[src/design/sset_pkg.sv]
`default_nettype none
package sset_pkg;

  localparam int CAPACITY    = 64;
  localparam int VALUE_BITS  = 32;
  localparam int ADDR_W      = (CAPACITY > 1) ? $clog2(CAPACITY) : 1;
  localparam int CNT_W       = $clog2(CAPACITY + 1);
  localparam int KIND_W      = 2;
  localparam int COUNT_OUT_W = 7;

  typedef enum logic [KIND_W-1:0] {
    KIND_MEMBER = 2'd0,
    KIND_INSERT = 2'd1,
    KIND_DELETE = 2'd2
  } kind_t;

  // flip the sign bit so unsigned order matches signed order
  function automatic logic [VALUE_BITS-1:0] order_key(input logic [VALUE_BITS-1:0] v);
    order_key = v ^ {1'b1, {(VALUE_BITS-1){1'b0}}};
  endfunction

endpackage
`default_nettype wire

[src/design/sset_ram.sv]
`default_nettype none
module sset_ram #(
  parameter int DEPTH = 64,
  parameter int WIDTH = 32,
  parameter int AW    = (DEPTH > 1) ? $clog2(DEPTH) : 1
) (
  input  wire logic             clk,
  input  wire logic             wr_en,
  input  wire logic [AW-1:0]    wr_addr,
  input  wire logic [WIDTH-1:0] wr_data,
  input  wire logic             rd_en,
  input  wire logic [AW-1:0]    rd_addr,
  output logic      [WIDTH-1:0] rd_data
);

  logic [WIDTH-1:0] mem [DEPTH];

  always_ff @(posedge clk) begin
    if (wr_en) begin
      mem[wr_addr] <= wr_data;
    end
  end

  always_ff @(posedge clk) begin
    if (rd_en) begin
      rd_data <= mem[rd_addr];
    end
  end

endmodule
`default_nettype wire

[src/design/sorted_set_insert_delete_member_unit.sv]
`default_nettype none
// sorted set of distinct signed values kept as order keys in one 1r1w synchronous ram
// states from accept to out_tvalid: search, decide, shift (successful insert or delete),
// key write (insert), done; the search reads one entry per cycle and a shift moves one
// entry per cycle
// throughput: one transaction at a time, the next is taken the cycle after the result is
// registered; reset: synchronous active-low rst_n empties the set, ram needs no clearing
module sorted_set_insert_delete_member_unit import sset_pkg::*; (
  input  wire logic        clk,
  input  wire logic        rst_n,
  input  wire logic        in_tvalid,
  output logic             in_tready,
  input  wire logic [31:0] in_tdata,   // [31:0] key_value
  input  wire logic [1:0]  in_tuser,   // [1:0] kind
  output logic             out_tvalid,
  input  wire logic        out_tready,
  output logic [7:0]       out_tdata   // [0] ok, [7:1] count_after
);

  typedef enum logic [5:0] {
    ST_IDLE   = 6'b000001,
    ST_SEARCH = 6'b000010,
    ST_DECIDE = 6'b000100,
    ST_SHIFT  = 6'b001000,
    ST_WKEY   = 6'b010000,
    ST_DONE   = 6'b100000
  } state_t;

  state_t                state_r, state_nxt;
  logic [CNT_W-1:0]      count_r, count_nxt;
  logic [KIND_W-1:0]     kind_r, kind_nxt;
  logic [VALUE_BITS-1:0] key_r, key_nxt;
  logic [CNT_W-1:0]      issue_idx_r, issue_idx_nxt;
  logic                  cmp_vld_r, cmp_vld_nxt;
  logic [CNT_W-1:0]      cmp_idx_r, cmp_idx_nxt;
  logic [CNT_W-1:0]      pos_r, pos_nxt;
  logic                  hit_r, hit_nxt;
  logic                  ok_r, ok_nxt;
  logic [CNT_W-1:0]      sh_idx_r, sh_idx_nxt;
  logic [CNT_W-1:0]      lim_r, lim_nxt;
  logic                  more_r, more_nxt;
  logic                  pend_r, pend_nxt;
  logic [ADDR_W-1:0]     pend_addr_r, pend_addr_nxt;
  logic                  out_vld_r, out_vld_nxt;
  logic                  out_ok_r, out_ok_nxt;
  logic [CNT_W-1:0]      out_cnt_r, out_cnt_nxt;

  logic                  rd_en, wr_en;
  logic [ADDR_W-1:0]     rd_addr, wr_addr;
  logic [VALUE_BITS-1:0] rd_data, wr_data;
  logic                  is_insert;

  sset_ram #(.DEPTH(CAPACITY), .WIDTH(VALUE_BITS), .AW(ADDR_W)) u_ram (
    .clk     (clk),
    .wr_en   (wr_en),
    .wr_addr (wr_addr),
    .wr_data (wr_data),
    .rd_en   (rd_en),
    .rd_addr (rd_addr),
    .rd_data (rd_data)
  );

  assign in_tready  = (state_r == ST_IDLE);
  assign out_tvalid = out_vld_r;
  assign out_tdata  = {COUNT_OUT_W'(out_cnt_r), out_ok_r};
  assign is_insert  = (kind_r == KIND_INSERT);

  always_comb begin
    state_nxt     = state_r;
    count_nxt     = count_r;
    kind_nxt      = kind_r;
    key_nxt       = key_r;
    issue_idx_nxt = issue_idx_r;
    cmp_vld_nxt   = 1'b0;
    cmp_idx_nxt   = cmp_idx_r;
    pos_nxt       = pos_r;
    hit_nxt       = hit_r;
    ok_nxt        = ok_r;
    sh_idx_nxt    = sh_idx_r;
    lim_nxt       = lim_r;
    more_nxt      = more_r;
    pend_nxt      = pend_r;
    pend_addr_nxt = pend_addr_r;
    out_vld_nxt   = out_vld_r;
    out_ok_nxt    = out_ok_r;
    out_cnt_nxt   = out_cnt_r;
    rd_en         = 1'b0;
    rd_addr       = issue_idx_r[ADDR_W-1:0];
    wr_en         = 1'b0;
    wr_addr       = pend_addr_r;
    wr_data       = rd_data;

    if (out_vld_r && out_tready) begin
      out_vld_nxt = 1'b0;
    end

    unique case (state_r)
      ST_IDLE: begin
        if (in_tvalid) begin
          kind_nxt      = in_tuser;
          key_nxt       = order_key(in_tdata[VALUE_BITS-1:0]);
          issue_idx_nxt = '0;
          state_nxt     = ST_SEARCH;
        end
      end
      ST_SEARCH: begin
        // reads issue back to back, each compare runs in the cycle after its read
        if (issue_idx_r < count_r) begin
          rd_en         = 1'b1;
          issue_idx_nxt = issue_idx_r + 1'b1;
          cmp_vld_nxt   = 1'b1;
          cmp_idx_nxt   = issue_idx_r;
        end
        if (count_r == '0) begin
          pos_nxt   = '0;
          hit_nxt   = 1'b0;
          state_nxt = ST_DECIDE;
        end else if (cmp_vld_r) begin
          if (rd_data >= key_r) begin
            pos_nxt   = cmp_idx_r;
            hit_nxt   = (rd_data == key_r);
            state_nxt = ST_DECIDE;
          end else if (CNT_W'(cmp_idx_r + 1'b1) == count_r) begin
            pos_nxt   = count_r;
            hit_nxt   = 1'b0;
            state_nxt = ST_DECIDE;
          end
        end
      end
      ST_DECIDE: begin
        ok_nxt    = 1'b0;
        pend_nxt  = 1'b0;
        state_nxt = ST_DONE;
        unique case (kind_r)
          KIND_MEMBER: begin
            ok_nxt = hit_r;
          end
          KIND_INSERT: begin
            if (!hit_r && (count_r < CNT_W'(CAPACITY))) begin
              ok_nxt     = 1'b1;
              sh_idx_nxt = count_r - 1'b1;
              lim_nxt    = pos_r;
              more_nxt   = (count_r != pos_r);
              state_nxt  = ST_SHIFT;
            end
          end
          KIND_DELETE: begin
            if (hit_r) begin
              ok_nxt     = 1'b1;
              count_nxt  = count_r - 1'b1;
              sh_idx_nxt = pos_r + 1'b1;
              lim_nxt    = count_r - 1'b1;
              more_nxt   = (CNT_W'(pos_r + 1'b1) != count_r);
              state_nxt  = ST_SHIFT;
            end
          end
          default: begin
            ok_nxt = 1'b0;
          end
        endcase
      end
      ST_SHIFT: begin
        // read entry i, write it one slot up (insert) or down (delete) in the next cycle
        if (pend_r) begin
          wr_en = 1'b1;
        end
        if (more_r) begin
          rd_en         = 1'b1;
          rd_addr       = sh_idx_r[ADDR_W-1:0];
          pend_nxt      = 1'b1;
          pend_addr_nxt = is_insert ? ADDR_W'(sh_idx_r + 1'b1) : ADDR_W'(sh_idx_r - 1'b1);
          sh_idx_nxt    = is_insert ? (sh_idx_r - 1'b1) : (sh_idx_r + 1'b1);
          more_nxt      = (sh_idx_r != lim_r);
        end else begin
          pend_nxt = 1'b0;
          if (!pend_r) begin
            state_nxt = is_insert ? ST_WKEY : ST_DONE;
          end
        end
      end
      ST_WKEY: begin
        wr_en     = 1'b1;
        wr_addr   = pos_r[ADDR_W-1:0];
        wr_data   = key_r;
        count_nxt = count_r + 1'b1;
        state_nxt = ST_DONE;
      end
      ST_DONE: begin
        if (!out_vld_r || out_tready) begin
          out_vld_nxt = 1'b1;
          out_ok_nxt  = ok_r;
          out_cnt_nxt = count_r;
          state_nxt   = ST_IDLE;
        end
      end
      default: begin
        state_nxt = ST_IDLE;
      end
    endcase
  end

  always_ff @(posedge clk) begin
    if (!rst_n) begin
      state_r   <= ST_IDLE;
      count_r   <= '0;
      cmp_vld_r <= 1'b0;
      pend_r    <= 1'b0;
      more_r    <= 1'b0;
      out_vld_r <= 1'b0;
    end else begin
      state_r   <= state_nxt;
      count_r   <= count_nxt;
      cmp_vld_r <= cmp_vld_nxt;
      pend_r    <= pend_nxt;
      more_r    <= more_nxt;
      out_vld_r <= out_vld_nxt;
    end
  end

  always_ff @(posedge clk) begin
    kind_r      <= kind_nxt;
    key_r       <= key_nxt;
    issue_idx_r <= issue_idx_nxt;
    cmp_idx_r   <= cmp_idx_nxt;
    pos_r       <= pos_nxt;
    hit_r       <= hit_nxt;
    ok_r        <= ok_nxt;
    sh_idx_r    <= sh_idx_nxt;
    lim_r       <= lim_nxt;
    pend_addr_r <= pend_addr_nxt;
    out_ok_r    <= out_ok_nxt;
    out_cnt_r   <= out_cnt_nxt;
  end

  a_count_bound: assert property (@(posedge clk) disable iff (!rst_n)
    count_r <= CNT_W'(CAPACITY))
    else $error("stored count above capacity");

  a_no_write_in_search: assert property (@(posedge clk) disable iff (!rst_n)
    (state_r == ST_IDLE || state_r == ST_SEARCH || state_r == ST_DONE) |-> !wr_en)
    else $error("ram write outside shift or key write");

  a_wkey_increments: assert property (@(posedge clk) disable iff (!rst_n)
    (state_r == ST_WKEY) |=> (count_r == CNT_W'($past(count_r) + 1'b1)))
    else $error("insert did not advance count");

  a_accept_starts_search: assert property (@(posedge clk) disable iff (!rst_n)
    (in_tvalid && in_tready) |=> (state_r == ST_SEARCH))
    else $error("accepted transaction did not start search");

endmodule
`default_nettype wire
[config.mk]
export PLATFORM = sky130hd
export DESIGN_NAME = sorted_set_insert_delete_member_unit
export DESIGN_NICKNAME = d
export VERILOG_FILES = /design/src/design/sset_pkg.sv /design/src/design/sset_ram.sv /design/src/design/sorted_set_insert_delete_member_unit.sv
export SDC_FILE = /design/constraint.sdc
export NUM_CORES = 2
export LEC_CHECK = 0
export BUFFER_PORTS_ARGS = -buffer_cell sky130_fd_sc_hd__buf_2
export CORE_UTILIZATION = 55
export CTS_CLUSTER_DIAMETER = 150
export DETAILED_ROUTE_END_ITERATION = 10
export GPL_ROUTABILITY_DRIVEN = 0
export HOLD_SLACK_MARGIN = 0.02
export PLACE_DENSITY_LB_ADDON = 0.25
export REMOVE_ABC_BUFFERS = 1
export SLEW_MARGIN = 20
export SYNTH_ARGS = -nofsm -noshare
export SYNTH_HDL_FRONTEND = slang
export SYNTH_SLANG_ARGS = --single-unit
[constraint.sdc]
create_clock -name clk -period 4.92 [get_ports clk]
set_input_delay 1.23 -clock clk [delete_from_list [all_inputs] [get_ports clk]]
set_output_delay 1.23 -clock clk [all_outputs]
set_load 0.02 [all_outputs]
==> impl_results.md <==
* Status: complete, no violations
* Critical Path Start Type: flop
* Port buffer count at 47
* Slew headroom at 0.143
* Number of vias in the routed layout at 61.0k
* Worst setup path start: state_r[5]
* Area delta synth->final at 13.3%
* H-tree depth at 4
* Distinct cell type count after synthesis at 82
* Final nets at 6,276
* DR pass1 iterations at 10
* Count of flip-flops with a built-in enable after synthesis at 2,165
* Final period util at 0.956
* Worst path required time at 5.64 ns
* Synthesis-stage register bit count at 2,182
* Hold Buf Count CTS at 0
* CP Capture Type: flop
* Layout cells sized above 1 at 0.141
* Die Area at 162,000 um^2
* Synthesized netlist cell count at 6,095
* Synthesized area at 88,100 um^2
* DP HPWL at 177 mm
* RSZ-0062 raised after global routing: false
* Fmax achieved at 213 MHz
* Filler cells at 11.3k
* CTS Buf Count at 213
* Final hold vios at 0
* Synth Flop Type: edfxtp_1
* Static Leakage at 33.0 nW
* GRT Overall Usage at 0.374
* 1st-iter DRT viols at 11.6k
* CP arrival at 5.42 ns
* Tot Pwr at 42.0 mW
* Vias in the first global route at 56.7k
* DR vias/cell at 7.22
* Slowest cell delay on critical path at 0.96 ns
* Final setup viols at 0
* DR WL/cell at 36.3 um
* Slew Limit Fails at 0
* Max cap viols at 0
* Largest net degree at the start of global routing at 102
* Maximum fanout along the worst path at 52
* Clock sinks at 2,182
* YS warnings at 0
* Core area at 159,000 um^2
* Cell Pwr Density at 420 nW/um^2
* Clock buffer depth at 3
* Clk_lat worst skew at 0.87 ns
* Maximum vdd drop at 0.415 mV
* Number of placement rows at 146
* Die Width at 402 um
* Total Wirelength at 307 mm
* CTS tree: yes
* Die height at 402 um
* Worst R2R Start: state_r[5]
* Cell family with most CP delay: simple AND/OR/NAND/NOR gates
* Fin util at 0.629
* Critical path type: flop to flop
* # Post-CTS Setup Buffers at 0
* CTS root buf: clkbuf_16
* Total grt overflow at 0
* Final Critical Period at 4.71 ns
* Async SR Flop Fraction at 0
* Mean Syn Cell Area at 14.5 um^2
* Slowest CP cell: a2111oi_0
* Sequential-to-total area share from yosys stat at 0.742
* Layout Skew at 0.0277 ns
* Count of buffer and inverter cells on the critical path at 3
* # IOs at 48
* Post-route ant nets at 0
* Initial antenna violation count at 27
* CP Cell Sequence: or4_1 > buf_4 > nor3_4 > nor2_4 > buf_12 > buf_4 > mux2i_1 > a2111oi_0 > a31oi_1 > nand4_1
* First-pass GRT wire length at 427 mm
* CP most frequent cell: buf_4
* Worst-Margin Slew at 1.28 ns
* Starting Density at 0.555
* Clk pin slew, worst setup/hold paths at 0.06 ns
* DRC at 0
* Startpoint of the worst hold path: ok_r
* Cts repair resizes at 0
* Type of the worst min-delay path: flop to flop
[cell usage in the layout (no fill, tap or decap), types with 18 or more instances in the layout]
master     count
nand4_1       87
clkinv_2      47
nand2_1      618
nor3_1        47
a311oi_1      38
mux2i_1      101
mux2_2        75
buf_4        248
inv_1         75
nor2_4        67
clkbuf_16    216
a211o_1      106
a21oi_1       95
o211ai_1      20
xnor2_1       38
buf_12        44
o221ai_1      20
a31o_2        27
a31oi_1      215
o2111ai_1     53
and3_1       247
nor4_1        40
o2111a_1      20
edfxtp_1    2165
nor2_1        76
buf_2         47
a211oi_1     112
clkbuf_1      35
nand2b_1      18
clkinv_1      60
ha_1          50
o21ai_4       35
a32oi_1       40
nand3_1      546
o21ai_0      327
[synth_stat cells (7+ instances only)]
library cell,count,area share
o2111a_1,20,0.0026
a211o_1,106,0.011
dfxtp_1,17,0.0039
xor2_1,13,0.0013
a31oi_1,217,0.015
nor4_1,40,0.0028
a311oi_1,38,0.0038
nand2_1,625,0.027
nand3b_1,8,0.00068
clkbuf_1,313,0.013
a2111oi_0,7,0.00070
a21boi_0,10,0.00085
edfxtp_1,2165,0.74
and4b_1,12,0.0014
ha_1,50,0.0071
inv_1,75,0.0032
o41ai_1,7,0.00070
o21ai_0,359,0.020
nor3_1,47,0.0027
mux2i_1,103,0.012
and2_1,10,0.00071
mux2_2,75,0.0096
a32o_1,12,0.0014
or4_1,18,0.0015
nor2_1,143,0.0061
o22ai_1,16,0.0011
a211oi_1,114,0.0097
o2111ai_1,53,0.0053
buf_2,102,0.0058
nand3_1,549,0.031
o221ai_1,20,0.0020
a221o_1,7,0.00080
a222oi_1,9,0.0010
and3_1,247,0.018
o211ai_1,20,0.0017
a32oi_1,40,0.0040
a31o_2,27,0.0027
nand2b_1,18,0.0013
a21o_1,14,0.0012
buf_1,40,0.0017
a21oi_1,98,0.0056
xnor2_1,38,0.0038
nand4_1,87,0.0062
[cells by family (layout without fill, tap and decap cells)]
group                      after synthesis  in the layout  synth area share
DFF                                   2182           2182             0.742
and+or+nand+nor                       1844           1844             0.102
AOI/OAI and AO/OA                     1250           1250            0.0972
buffers and inverters                  540            814            0.0251
muxes                                  178            178            0.0213
xor gates and xnor gates                51             51           0.00507
adders and majority gates               50             50           0.00710
other                                    0              9                 0
[sequential cells by signal, summed over array words and instances, names as in the netlist]
signal         flops
u_ram.mem       2048
key_r             32
u_ram.rd_data     32
cmp_idx_r          7
count_r            7
issue_idx_r        7
lim_r              7
out_cnt_r          7
pos_r              7
sh_idx_r           7
pend_addr_r        6
state_r            6
kind_r             2
cmp_vld_r          1
hit_r              1
more_r             1
ok_r               1
out_ok_r           1
out_tvalid         1
pend_r             1
[metrics by stage]
step	setup slack [ns]	hold WS [ns]	setup TNS (ns)	area, um^2	std cells
global placement	0.641	0.405	0	92900	8039
detailed placement	0.597	0.409	0	93000	8043
global route	0.364	0.446	0	99800	8441
finish	0.215	0.427	0	99800	8450
floorplan	-11.62	0.400	-3300.35	86200	5630
CTS	0.565	0.427	0	99800	8439
[where the power goes]
group          internal, mW  switching, mW
clock network          8.94           7.13
logic                  1.47           3.83
registers              20.5          0.103
[path summary, 6_finish.rpt]
kind                            to  slack, ns  cells past startpoint
setup reg to reg  u_ram.rd_data[6]       0.21                     10
hold / removal            out_ok_r       0.43                      0
setup / recovery  u_ram.rd_data[6]       0.21                     10
hold reg to reg           out_ok_r       0.43                      0
[layout make-up]
cell class              count  area (um^2)  share of cell area
flip-flops and latches   2182        65400               0.655
multi-input cells        3373        21700               0.218
well taps                2072         2590              0.0260
repair buffers            343         3090              0.0309
clock buffers             251         5540              0.0554
clock inverters           145         1260              0.0126
inverters                  75          282             0.00282
diodes                      9         22.5            0.000226
[per-layer routing]
| layer | global-route usage | part of all wire |
|---|---|---|
| met5 | 0 | 0.00076 |
| met4 | 0.219 | 0.069 |
| met3 | 0.129 | 0.16 |
| met2 | 0.537 | 0.43 |
| met1 | 0.496 | 0.34 |
No activity file was read; power rests on OpenSTA's default activity.
